===== src/motion_priority_source_selector_core_assert.svh =====
// Assertion macros shared by the selector modules.
// Both expect signals named clk and rst_n in the module that uses them.
`ifndef MOTION_PRIORITY_SOURCE_SELECTOR_CORE_ASSERT_SVH
`define MOTION_PRIORITY_SOURCE_SELECTOR_CORE_ASSERT_SVH
`ifndef SYNTHESIS
`define MPSS_ASSERT(lbl, prop, msg) \
    lbl: assert property (@(posedge clk) disable iff (!rst_n) prop) else $error(msg);
`define MPSS_ASSERT_IMPL(lbl, ante, cons, msg) \
    lbl: assert property (@(posedge clk) disable iff (!rst_n) (ante) |-> (cons)) \
        else $error(msg);
`else
`define MPSS_ASSERT(lbl, prop, msg)
`define MPSS_ASSERT_IMPL(lbl, ante, cons, msg)
`endif
`endif


===== src/mpss_pkg.sv =====
package mpss_pkg;

    localparam int NUM_SOURCES = 16;
    localparam int IDX_W       = (NUM_SOURCES > 1) ? $clog2(NUM_SOURCES) : 1;
    localparam int SRC_W       = 4;
    localparam int AMT_W       = 24;
    localparam int FRAC_W      = 8;
    localparam int CNT_W       = AMT_W - FRAC_W;

    localparam logic [CNT_W-1:0] CNT_MAX = '1;

    typedef enum logic [0:0] {
        OP_MARK   = 1'b0,
        OP_REMOVE = 1'b1
    } opcode_t;

    typedef enum logic [2:0] {
        ST_IDLE,
        ST_UPDATE,
        ST_SCAN,
        ST_FLUSH,
        ST_DONE
    } state_t;

    typedef struct packed {
        logic load;
        logic update;
        logic scan;
    } ctrl_cmd_t;

    typedef struct packed {
        logic scan_last;
    } dp_status_t;

endpackage


===== src/mpss_ctrl.sv =====
`include "motion_priority_source_selector_core_assert.svh"

module mpss_ctrl (
    input  logic                clk,
    input  logic                rst_n,
    input  logic                start,
    input  mpss_pkg::dp_status_t status,
    output logic                busy,
    output logic                done,
    output mpss_pkg::ctrl_cmd_t cmd
);
    import mpss_pkg::*;

    state_t state_reg;
    state_t state_next;
    logic   accept;

    // a new beat may also be taken while the result is on the ports
    assign accept = start && ((state_reg == ST_IDLE) || (state_reg == ST_DONE));

    always_ff @(posedge clk or negedge rst_n)
    begin
        if (!rst_n)
        begin
            state_reg <= ST_IDLE;
        end
        else
        begin
            state_reg <= state_next;
        end
    end

    always_comb
    begin
        state_next = state_reg;
        case (state_reg)
            ST_IDLE:   state_next = accept ? ST_UPDATE : ST_IDLE;
            ST_UPDATE: state_next = ST_SCAN;
            ST_SCAN:   state_next = status.scan_last ? ST_FLUSH : ST_SCAN;
            ST_FLUSH:  state_next = ST_DONE;
            ST_DONE:   state_next = accept ? ST_UPDATE : ST_IDLE;
            default:   state_next = ST_IDLE;
        endcase
    end

    always_comb
    begin
        busy       = !(state_reg inside {ST_IDLE, ST_DONE});
        done       = (state_reg == ST_DONE);
        cmd.load   = accept;
        cmd.update = (state_reg == ST_UPDATE);
        cmd.scan   = (state_reg == ST_SCAN);
    end

    `MPSS_ASSERT(a_done_single, done |=> !done, "result strobe held over two cycles")
    `MPSS_ASSERT(a_accept_update, (start && !busy) |=> (state_reg == ST_UPDATE),
        "accepted beat did not start an update")
    `MPSS_ASSERT_IMPL(a_scan_end, (state_reg == ST_SCAN) && status.scan_last,
        ##1 (state_reg == ST_FLUSH), "scan did not stop at the last entry")

endmodule


===== src/mpss_datapath.sv =====
`include "motion_priority_source_selector_core_assert.svh"

module mpss_datapath (
    input  logic                          clk,
    input  logic                          rst_n,
    input  mpss_pkg::ctrl_cmd_t           cmd,
    input  logic                          opcode,
    input  logic [mpss_pkg::SRC_W-1:0]    source_id,
    input  logic [mpss_pkg::AMT_W-1:0]    motion_amount,
    output mpss_pkg::dp_status_t          status,
    output logic [mpss_pkg::SRC_W-1:0]    top_source,
    output logic                          table_empty
);
    import mpss_pkg::*;

    // latched beat
    opcode_t              op_reg;
    logic [SRC_W-1:0]     id_reg;
    logic [AMT_W-1:0]     amt_reg;

    logic [AMT_W-1:0]     amount_mem [NUM_SOURCES];
    logic [NUM_SOURCES-1:0] valid_reg, valid_next;
    logic [CNT_W-1:0]     cnt_reg, cnt_next;

    logic [IDX_W-1:0]     scan_idx_reg, scan_idx_next;
    logic [AMT_W-1:0]     rd_amt_reg;
    logic                 rd_valid_reg;
    logic [IDX_W-1:0]     rd_idx_reg;
    logic                 rd_pend_reg, rd_pend_next;

    logic [AMT_W-1:0]     best_amt_reg, best_amt_next;
    logic [IDX_W-1:0]     best_idx_reg, best_idx_next;
    logic                 found_reg, found_next;

    logic                 in_range;
    logic [IDX_W-1:0]     wr_idx;
    logic                 int_zero;
    logic [CNT_W-1:0]     cnt_inc;
    logic [AMT_W-1:0]     stored_amt;
    logic                 scan_last;
    logic                 take;

    assign in_range   = int'(id_reg) < NUM_SOURCES;
    assign wr_idx     = IDX_W'(id_reg);
    assign int_zero   = (amt_reg[AMT_W-1:FRAC_W] == '0);
    assign cnt_inc    = (cnt_reg == CNT_MAX) ? cnt_reg : cnt_reg + 1'b1;
    // zero integer part: saturating counter stands in as a whole amount
    assign stored_amt = int_zero ? {cnt_inc, FRAC_W'(0)} : amt_reg;
    assign scan_last  = (scan_idx_reg == IDX_W'(NUM_SOURCES - 1));
    assign take       = rd_pend_reg && rd_valid_reg
                        && (!found_reg || (rd_amt_reg > best_amt_reg));

    always_ff @(posedge clk)
    begin
        if (cmd.load)
        begin
            op_reg  <= opcode_t'(opcode);
            id_reg  <= source_id;
            amt_reg <= motion_amount;
        end
    end

    // amounts of invalid entries are never looked at, so no clear is needed
    always_ff @(posedge clk)
    begin
        if (cmd.update && in_range && (op_reg == OP_MARK))
        begin
            amount_mem[wr_idx] <= stored_amt;
        end
        if (cmd.scan)
        begin
            rd_amt_reg   <= amount_mem[scan_idx_reg];
            rd_valid_reg <= valid_reg[scan_idx_reg];
            rd_idx_reg   <= scan_idx_reg;
        end
    end

    always_ff @(posedge clk)
    begin
        best_amt_reg <= best_amt_next;
        best_idx_reg <= best_idx_next;
    end

    always_comb
    begin
        valid_next    = valid_reg;
        cnt_next      = cnt_reg;
        scan_idx_next = scan_idx_reg;
        rd_pend_next  = cmd.scan;
        found_next    = found_reg;
        best_amt_next = best_amt_reg;
        best_idx_next = best_idx_reg;
        if (cmd.update)
        begin
            if (in_range)
            begin
                if (op_reg == OP_MARK)
                begin
                    valid_next[wr_idx] = 1'b1;
                    if (int_zero)
                    begin
                        cnt_next = cnt_inc;
                    end
                end
                else
                begin
                    valid_next[wr_idx] = 1'b0;
                end
            end
            scan_idx_next = '0;
            found_next    = 1'b0;
        end
        else
        begin
            if (cmd.scan)
            begin
                scan_idx_next = scan_last ? '0 : scan_idx_reg + 1'b1;
            end
            // strict greater keeps the lowest index on a tie
            if (take)
            begin
                found_next    = 1'b1;
                best_amt_next = rd_amt_reg;
                best_idx_next = rd_idx_reg;
            end
        end
    end

    always_ff @(posedge clk or negedge rst_n)
    begin
        if (!rst_n)
        begin
            valid_reg    <= '0;
            cnt_reg      <= '0;
            scan_idx_reg <= '0;
            rd_pend_reg  <= 1'b0;
            found_reg    <= 1'b0;
        end
        else
        begin
            valid_reg    <= valid_next;
            cnt_reg      <= cnt_next;
            scan_idx_reg <= scan_idx_next;
            rd_pend_reg  <= rd_pend_next;
            found_reg    <= found_next;
        end
    end

    assign status.scan_last = scan_last;
    assign top_source       = found_reg ? SRC_W'(best_idx_reg) : '0;
    assign table_empty      = !found_reg;

    `MPSS_ASSERT_IMPL(a_best_valid, found_reg, valid_reg[best_idx_reg],
        "winning entry is not valid")
    `MPSS_ASSERT(a_update_clears, cmd.update |=> (!found_reg && (scan_idx_reg == '0)),
        "update did not restart the scan")
    `MPSS_ASSERT(a_cnt_monotonic, 1'b1 |=> (cnt_reg >= $past(cnt_reg)),
        "fallback counter went down")

endmodule


===== src/motion_priority_source_selector_core.sv =====
// Motion priority source selector: one result beat per accepted beat.
// After the accepting edge the core runs an update, a scan of every entry, a flush and the
// result cycle, in which done is high and the result beat is taken at its end.
// busy stays high from update to flush, as the single read port scans one entry at a time.
// A new beat may be started in the cycle the result is shown; the receiver cannot stall.
// Reset (rst_n, async, active low) empties the table and clears the fallback counter.
module motion_priority_source_selector_core (
    input  logic                       clk,
    input  logic                       rst_n,
    input  logic                       start,
    output logic                       busy,
    input  logic                       opcode,
    input  logic [mpss_pkg::SRC_W-1:0] source_id,
    input  logic [mpss_pkg::AMT_W-1:0] motion_amount,
    output logic                       done,
    output logic [mpss_pkg::SRC_W-1:0] top_source,
    output logic                       table_empty
);
    import mpss_pkg::*;

    ctrl_cmd_t  cmd;
    dp_status_t status;

    mpss_ctrl u_ctrl (
        .clk    (clk),
        .rst_n  (rst_n),
        .start  (start),
        .status (status),
        .busy   (busy),
        .done   (done),
        .cmd    (cmd)
    );

    mpss_datapath u_datapath (
        .clk           (clk),
        .rst_n         (rst_n),
        .cmd           (cmd),
        .opcode        (opcode),
        .source_id     (source_id),
        .motion_amount (motion_amount),
        .status        (status),
        .top_source    (top_source),
        .table_empty   (table_empty)
    );

endmodule


===== config.mk =====
export PLATFORM = sky130hd
export DESIGN_NAME = motion_priority_source_selector_core
export DESIGN_NICKNAME = d
export VERILOG_FILES = /design/src/mpss_pkg.sv /design/src/mpss_ctrl.sv /design/src/mpss_datapath.sv /design/src/motion_priority_source_selector_core.sv
export VERILOG_INCLUDE_DIRS = /design/src /design/src/src
export SDC_FILE = /design/constraint.sdc
export NUM_CORES = 1
export LEC_CHECK = 0
export ABC_AREA = 1
export BUFFER_PORTS_ARGS = -buffer_cell sky130_fd_sc_hd__buf_4
export CORE_MARGIN = 5
export CORE_UTILIZATION = 50
export CTS_CLUSTER_SIZE = 16
export DETAILED_ROUTE_END_ITERATION = 10
export PLACE_DENSITY = 0.76
export SKIP_CTS_REPAIR_TIMING = 1
export SLEW_MARGIN = 20
export SYNTH_ARGS = -nofsm -noshare
export SYNTH_HDL_FRONTEND = slang
export SYNTH_SLANG_ARGS = --single-unit

===== constraint.sdc =====
create_clock -name clk -period 4.71 [get_ports clk]
set_input_delay 0.7065 -clock clk [delete_from_list [all_inputs] [get_ports clk]]
set_output_delay 0.7065 -clock clk [all_outputs]
set_load 0.01 [all_outputs]

==> summary.txt <==
Result of the run = finished, final reports clean
Crit path time final = 2970 ps
Number of antenna violations at the first check in global routing = 0
Number of nets still failing antenna checks after routing = 0
Slack of the critical path = 1740 ps
Die X = 214 um
Static power due to leakage = 8.32 nW
Via density per instance = 5.80
Register ranked first by flip-flop count = u_datapath.amount_mem
Final Util = 0.565
Setup violation total in the final timing report = 0
Max stage delay on crit path = 850 ps
Initial core utilization = 0.508
Vias in the first global route = 13100
Aggregate routed wire length = 48800 um
Number of sinks handled by clock tree synthesis = 511
RSZ-0062 raised after global routing = false
WL/cell = 21.3 um
Aggregate negative setup slack = 0 ps
Worst-case headroom to the max-slew limit = 0.263
Die area = 0.0459 sq mm
Type of origin of the critical path = flip-flop
Row count = 74
Total number of H-tree levels = 2
Max reg flops = 384
Weighted congestion reported at the end of routability-driven placement = 0.823
Number of enable flip-flop cells after synthesis = 470
Area growth from synthesis to layout = 11.2%
Pin count of the biggest net entering global routing = 180
Period utilization = 0.630
Number of port buffers = 38
Req. time, crit path = 4960 ps
Chain of cells forming the critical path = nand2_1, inv_2, nand2_1, a21oi_1, a311oi_1, o21ai_1, nand2_1
Fraction of the yosys area taken by sequential cells = 0.726
Type of the most critical hold path = input port to asynchronous set/reset pin
Max stage delay cell, worst path = inv_2
Number of top-level design ports = 39
Number of register bits inferred by synthesis = 511
Placement-stage cell area = 0.0217 sq mm
Total power = 12.9 mW
Post-DP HPWL = 27600 um
Number of antenna repair diodes = 0
Worst endpoint data arrival time = 3220 ps
Number of instances in the synthesized netlist = 1687
Layout cell share with drive strength beyond 1 = 0.103
Hold violation total from the final report = 0
Most frequent cell on the critical path = nand2_1
Post-CTS clock slew at the launch and capture registers of the worst setup and hold paths = 60 ps
CTS tree = built
Net count of the finished layout = 1782
Endpoint type of the worst setup path = flip-flop
Std-Cell Core Area = 0.0410 sq mm
Design Area, Final = 0.0232 sq mm
Worst VDD drop = 354 uV
Via count = 13300
Setup Slack @ Placement = 1880 ps
Transition at the pin with the smallest max-transition slack = 1100 ps
Skew-Pair Late Insertion Delay = 560 ps
Net Count, Synth = 1745
Total power divided by cell area = 556 mW/mm^2
Number of violations of the max-capacitance limit = 0
Post-synthesis cell type count = 43
Primary flip-flop cell chosen by synthesis mapping = edfxtp_1
GRT Resource Usage Total = 0.208
GR Overflow Total = 0
DRC viols = 0
Mapped Avg Cell Area = 12.4 sq um
Count of TritonRoute iterations in the first routing pass = 5
Crit path max fanout = 41
1st-iter DRT viols = 1727
Chip height = 214 um
Total clock buffers created by CTS = 48
Maximum achievable frequency = 337 MHz
Cell at the root of the clock tree = clkbuf_16
Critical path class = flip-flop to flip-flop
Wire length of the first global-routing pass = 75100 um
Mapped Area = 0.0209 sq mm
CTS max path bufs = 3
Number of pins with negative max-slew slack in the final report = 0
Yosys warning total = 0
Share of flip-flops with an asynchronous set or reset = 0.0802
Worst Skew = 18.6 ps
worst max-delay path: cells and delay by family (launching register included):
kind / cells / cell delay (ps)
flops: 1 / 700
compound gates: 3 / 400
simple gates: 3 / 690
buf+inv: 1 / 850
area by class of cell:
cell class / count / area, sq um
Fill cell: 3128 / 17800
Sequential cell: 511 / 15100
Multi-Input combinational cell: 976 / 4890
Clock buffer: 70 / 1330
Tap cell: 532 / 666
Timing Repair Buffer: 69 / 543
Inverter: 118 / 445
Clock inverter: 18 / 170
cells in the mapped netlist (2+ instances only):
cell type,n,area share
nand4_1,14,0.0042
buf_2,37,0.0089
a21o_1,3,0.0011
o2111ai_1,14,0.0059
o311ai_0,4,0.0017
a311oi_1,20,0.0084
ha_1,26,0.016
buf_6,4,0.0022
clkbuf_1,27,0.0049
o22ai_1,31,0.0093
nor3_1,5,0.0012
a21oi_1,48,0.012
buf_4,14,0.0050
nand3_1,57,0.014
inv_2,4,0.00072
nor2_4,4,0.0022
nor2_1,165,0.030
nand2_1,364,0.066
o21ai_0,153,0.037
or2_2,5,0.0015
edfxtp_1,470,0.68
o221ai_1,18,0.0076
xor2_1,2,0.00084
o21ai_1,24,0.0058
or2_1,2,0.00060
inv_1,113,0.020
nand3_2,3,0.0014
dfrtp_1,41,0.049
routing by layer:
metal,vias up,GRT usage,wire length [um]
met3,98,0.0387,4410
li1,6057,-,-
met1,6485,0.281,19200
met2,658,0.342,23900
met5,-,0,0
met4,0,0.0711,1320
metrics by stage:
step / hold slack [ps] / std cells
4_1_cts: 141 / 2294
3_5_place_dp: 405 / 2206
2_1_floorplan: 400 / 1687
6_report: 128 / 2294
3_3_place_gp: 403 / 2206
5_1_grt: 155 / 2294
kinds of logic after synthesis:
family,after synthesis,synth area share
AO/OA/AOI/OAI,317,0.0886
XOR/XNOR,3,0.00162
adder cells (fa/ha/maj),26,0.0156
buffers and inverters,200,0.0423
flip-flops,511,0.726
AND/OR/NAND/NOR,630,0.126
report_power, final:
| part | switching, mW | internal (mW) |
|---|---|---|
| Clock | 1.59 | 2.12 |
| Combinational | 2.39 | 0.921 |
| Sequential | 0.255 | 5.63 |
| Total | 4.23 | 8.67 |
layout by cell type, fill, tap and decap left out, types with 4 or more instances in the layout:
| cell | Yosys | routed |
|---|---|---|
| a21oi_1 | 48 | 47 |
| a311oi_1 | 20 | 20 |
| buf_4 | 14 | 67 |
| clkbuf_1 | 27 | 19 |
| clkbuf_16 | 0 | 49 |
| clkinv_1 | 0 | 4 |
| clkinv_2 | 0 | 8 |
| dfrtp_1 | 41 | 39 |
| edfxtp_1 | 470 | 470 |
| ha_1 | 26 | 26 |
| inv_1 | 113 | 113 |
| inv_2 | 4 | 4 |
| nand2_1 | 364 | 364 |
| nand3_1 | 57 | 57 |
| nand4_1 | 14 | 14 |
| nor2_1 | 165 | 148 |
| nor2_2 | 1 | 17 |
| nor2_4 | 4 | 5 |
| nor3_1 | 5 | 4 |
| o2111ai_1 | 14 | 14 |
| o21ai_0 | 153 | 153 |
| o21ai_1 | 24 | 24 |
| o221ai_1 | 18 | 18 |
| o22ai_1 | 31 | 31 |
| o311ai_0 | 4 | 4 |
| or2_2 | 5 | 5 |
path summary, 6_finish.rpt:
| check | from | to | slack (ps) | cells past startpoint |
|---|---|---|---|---|
| worst min register to register | u_datapath.rd_idx_reg[3]$_DFFE_PP_ | u_datapath.best_idx_reg[3]$_DFFE_PP_ | 420 | 0 |
| worst max register to register | u_datapath.scan_idx_reg[2]$_DFFE_PN0P_ | u_datapath.rd_amt_reg[19]$_DFFE_PP_ | 1740 | 7 |
| max in group asynchronous | rst_n | u_datapath.scan_idx_reg[0]$_DFFE_PN0P_ | 4120 | 1 |
| worst min-delay path | rst_n | u_datapath.cnt_reg[14]$_DFFE_PN0P_ | 130 | 1 |
| worst max-delay path | u_datapath.scan_idx_reg[2]$_DFFE_PN0P_ | u_datapath.rd_amt_reg[19]$_DFFE_PP_ | 1740 | 7 |
| min in group clk | motion_amount[0] | u_datapath.amt_reg[0]$_DFFE_PP_ | 320 | 1 |
(Power assumes the default switching activity.)
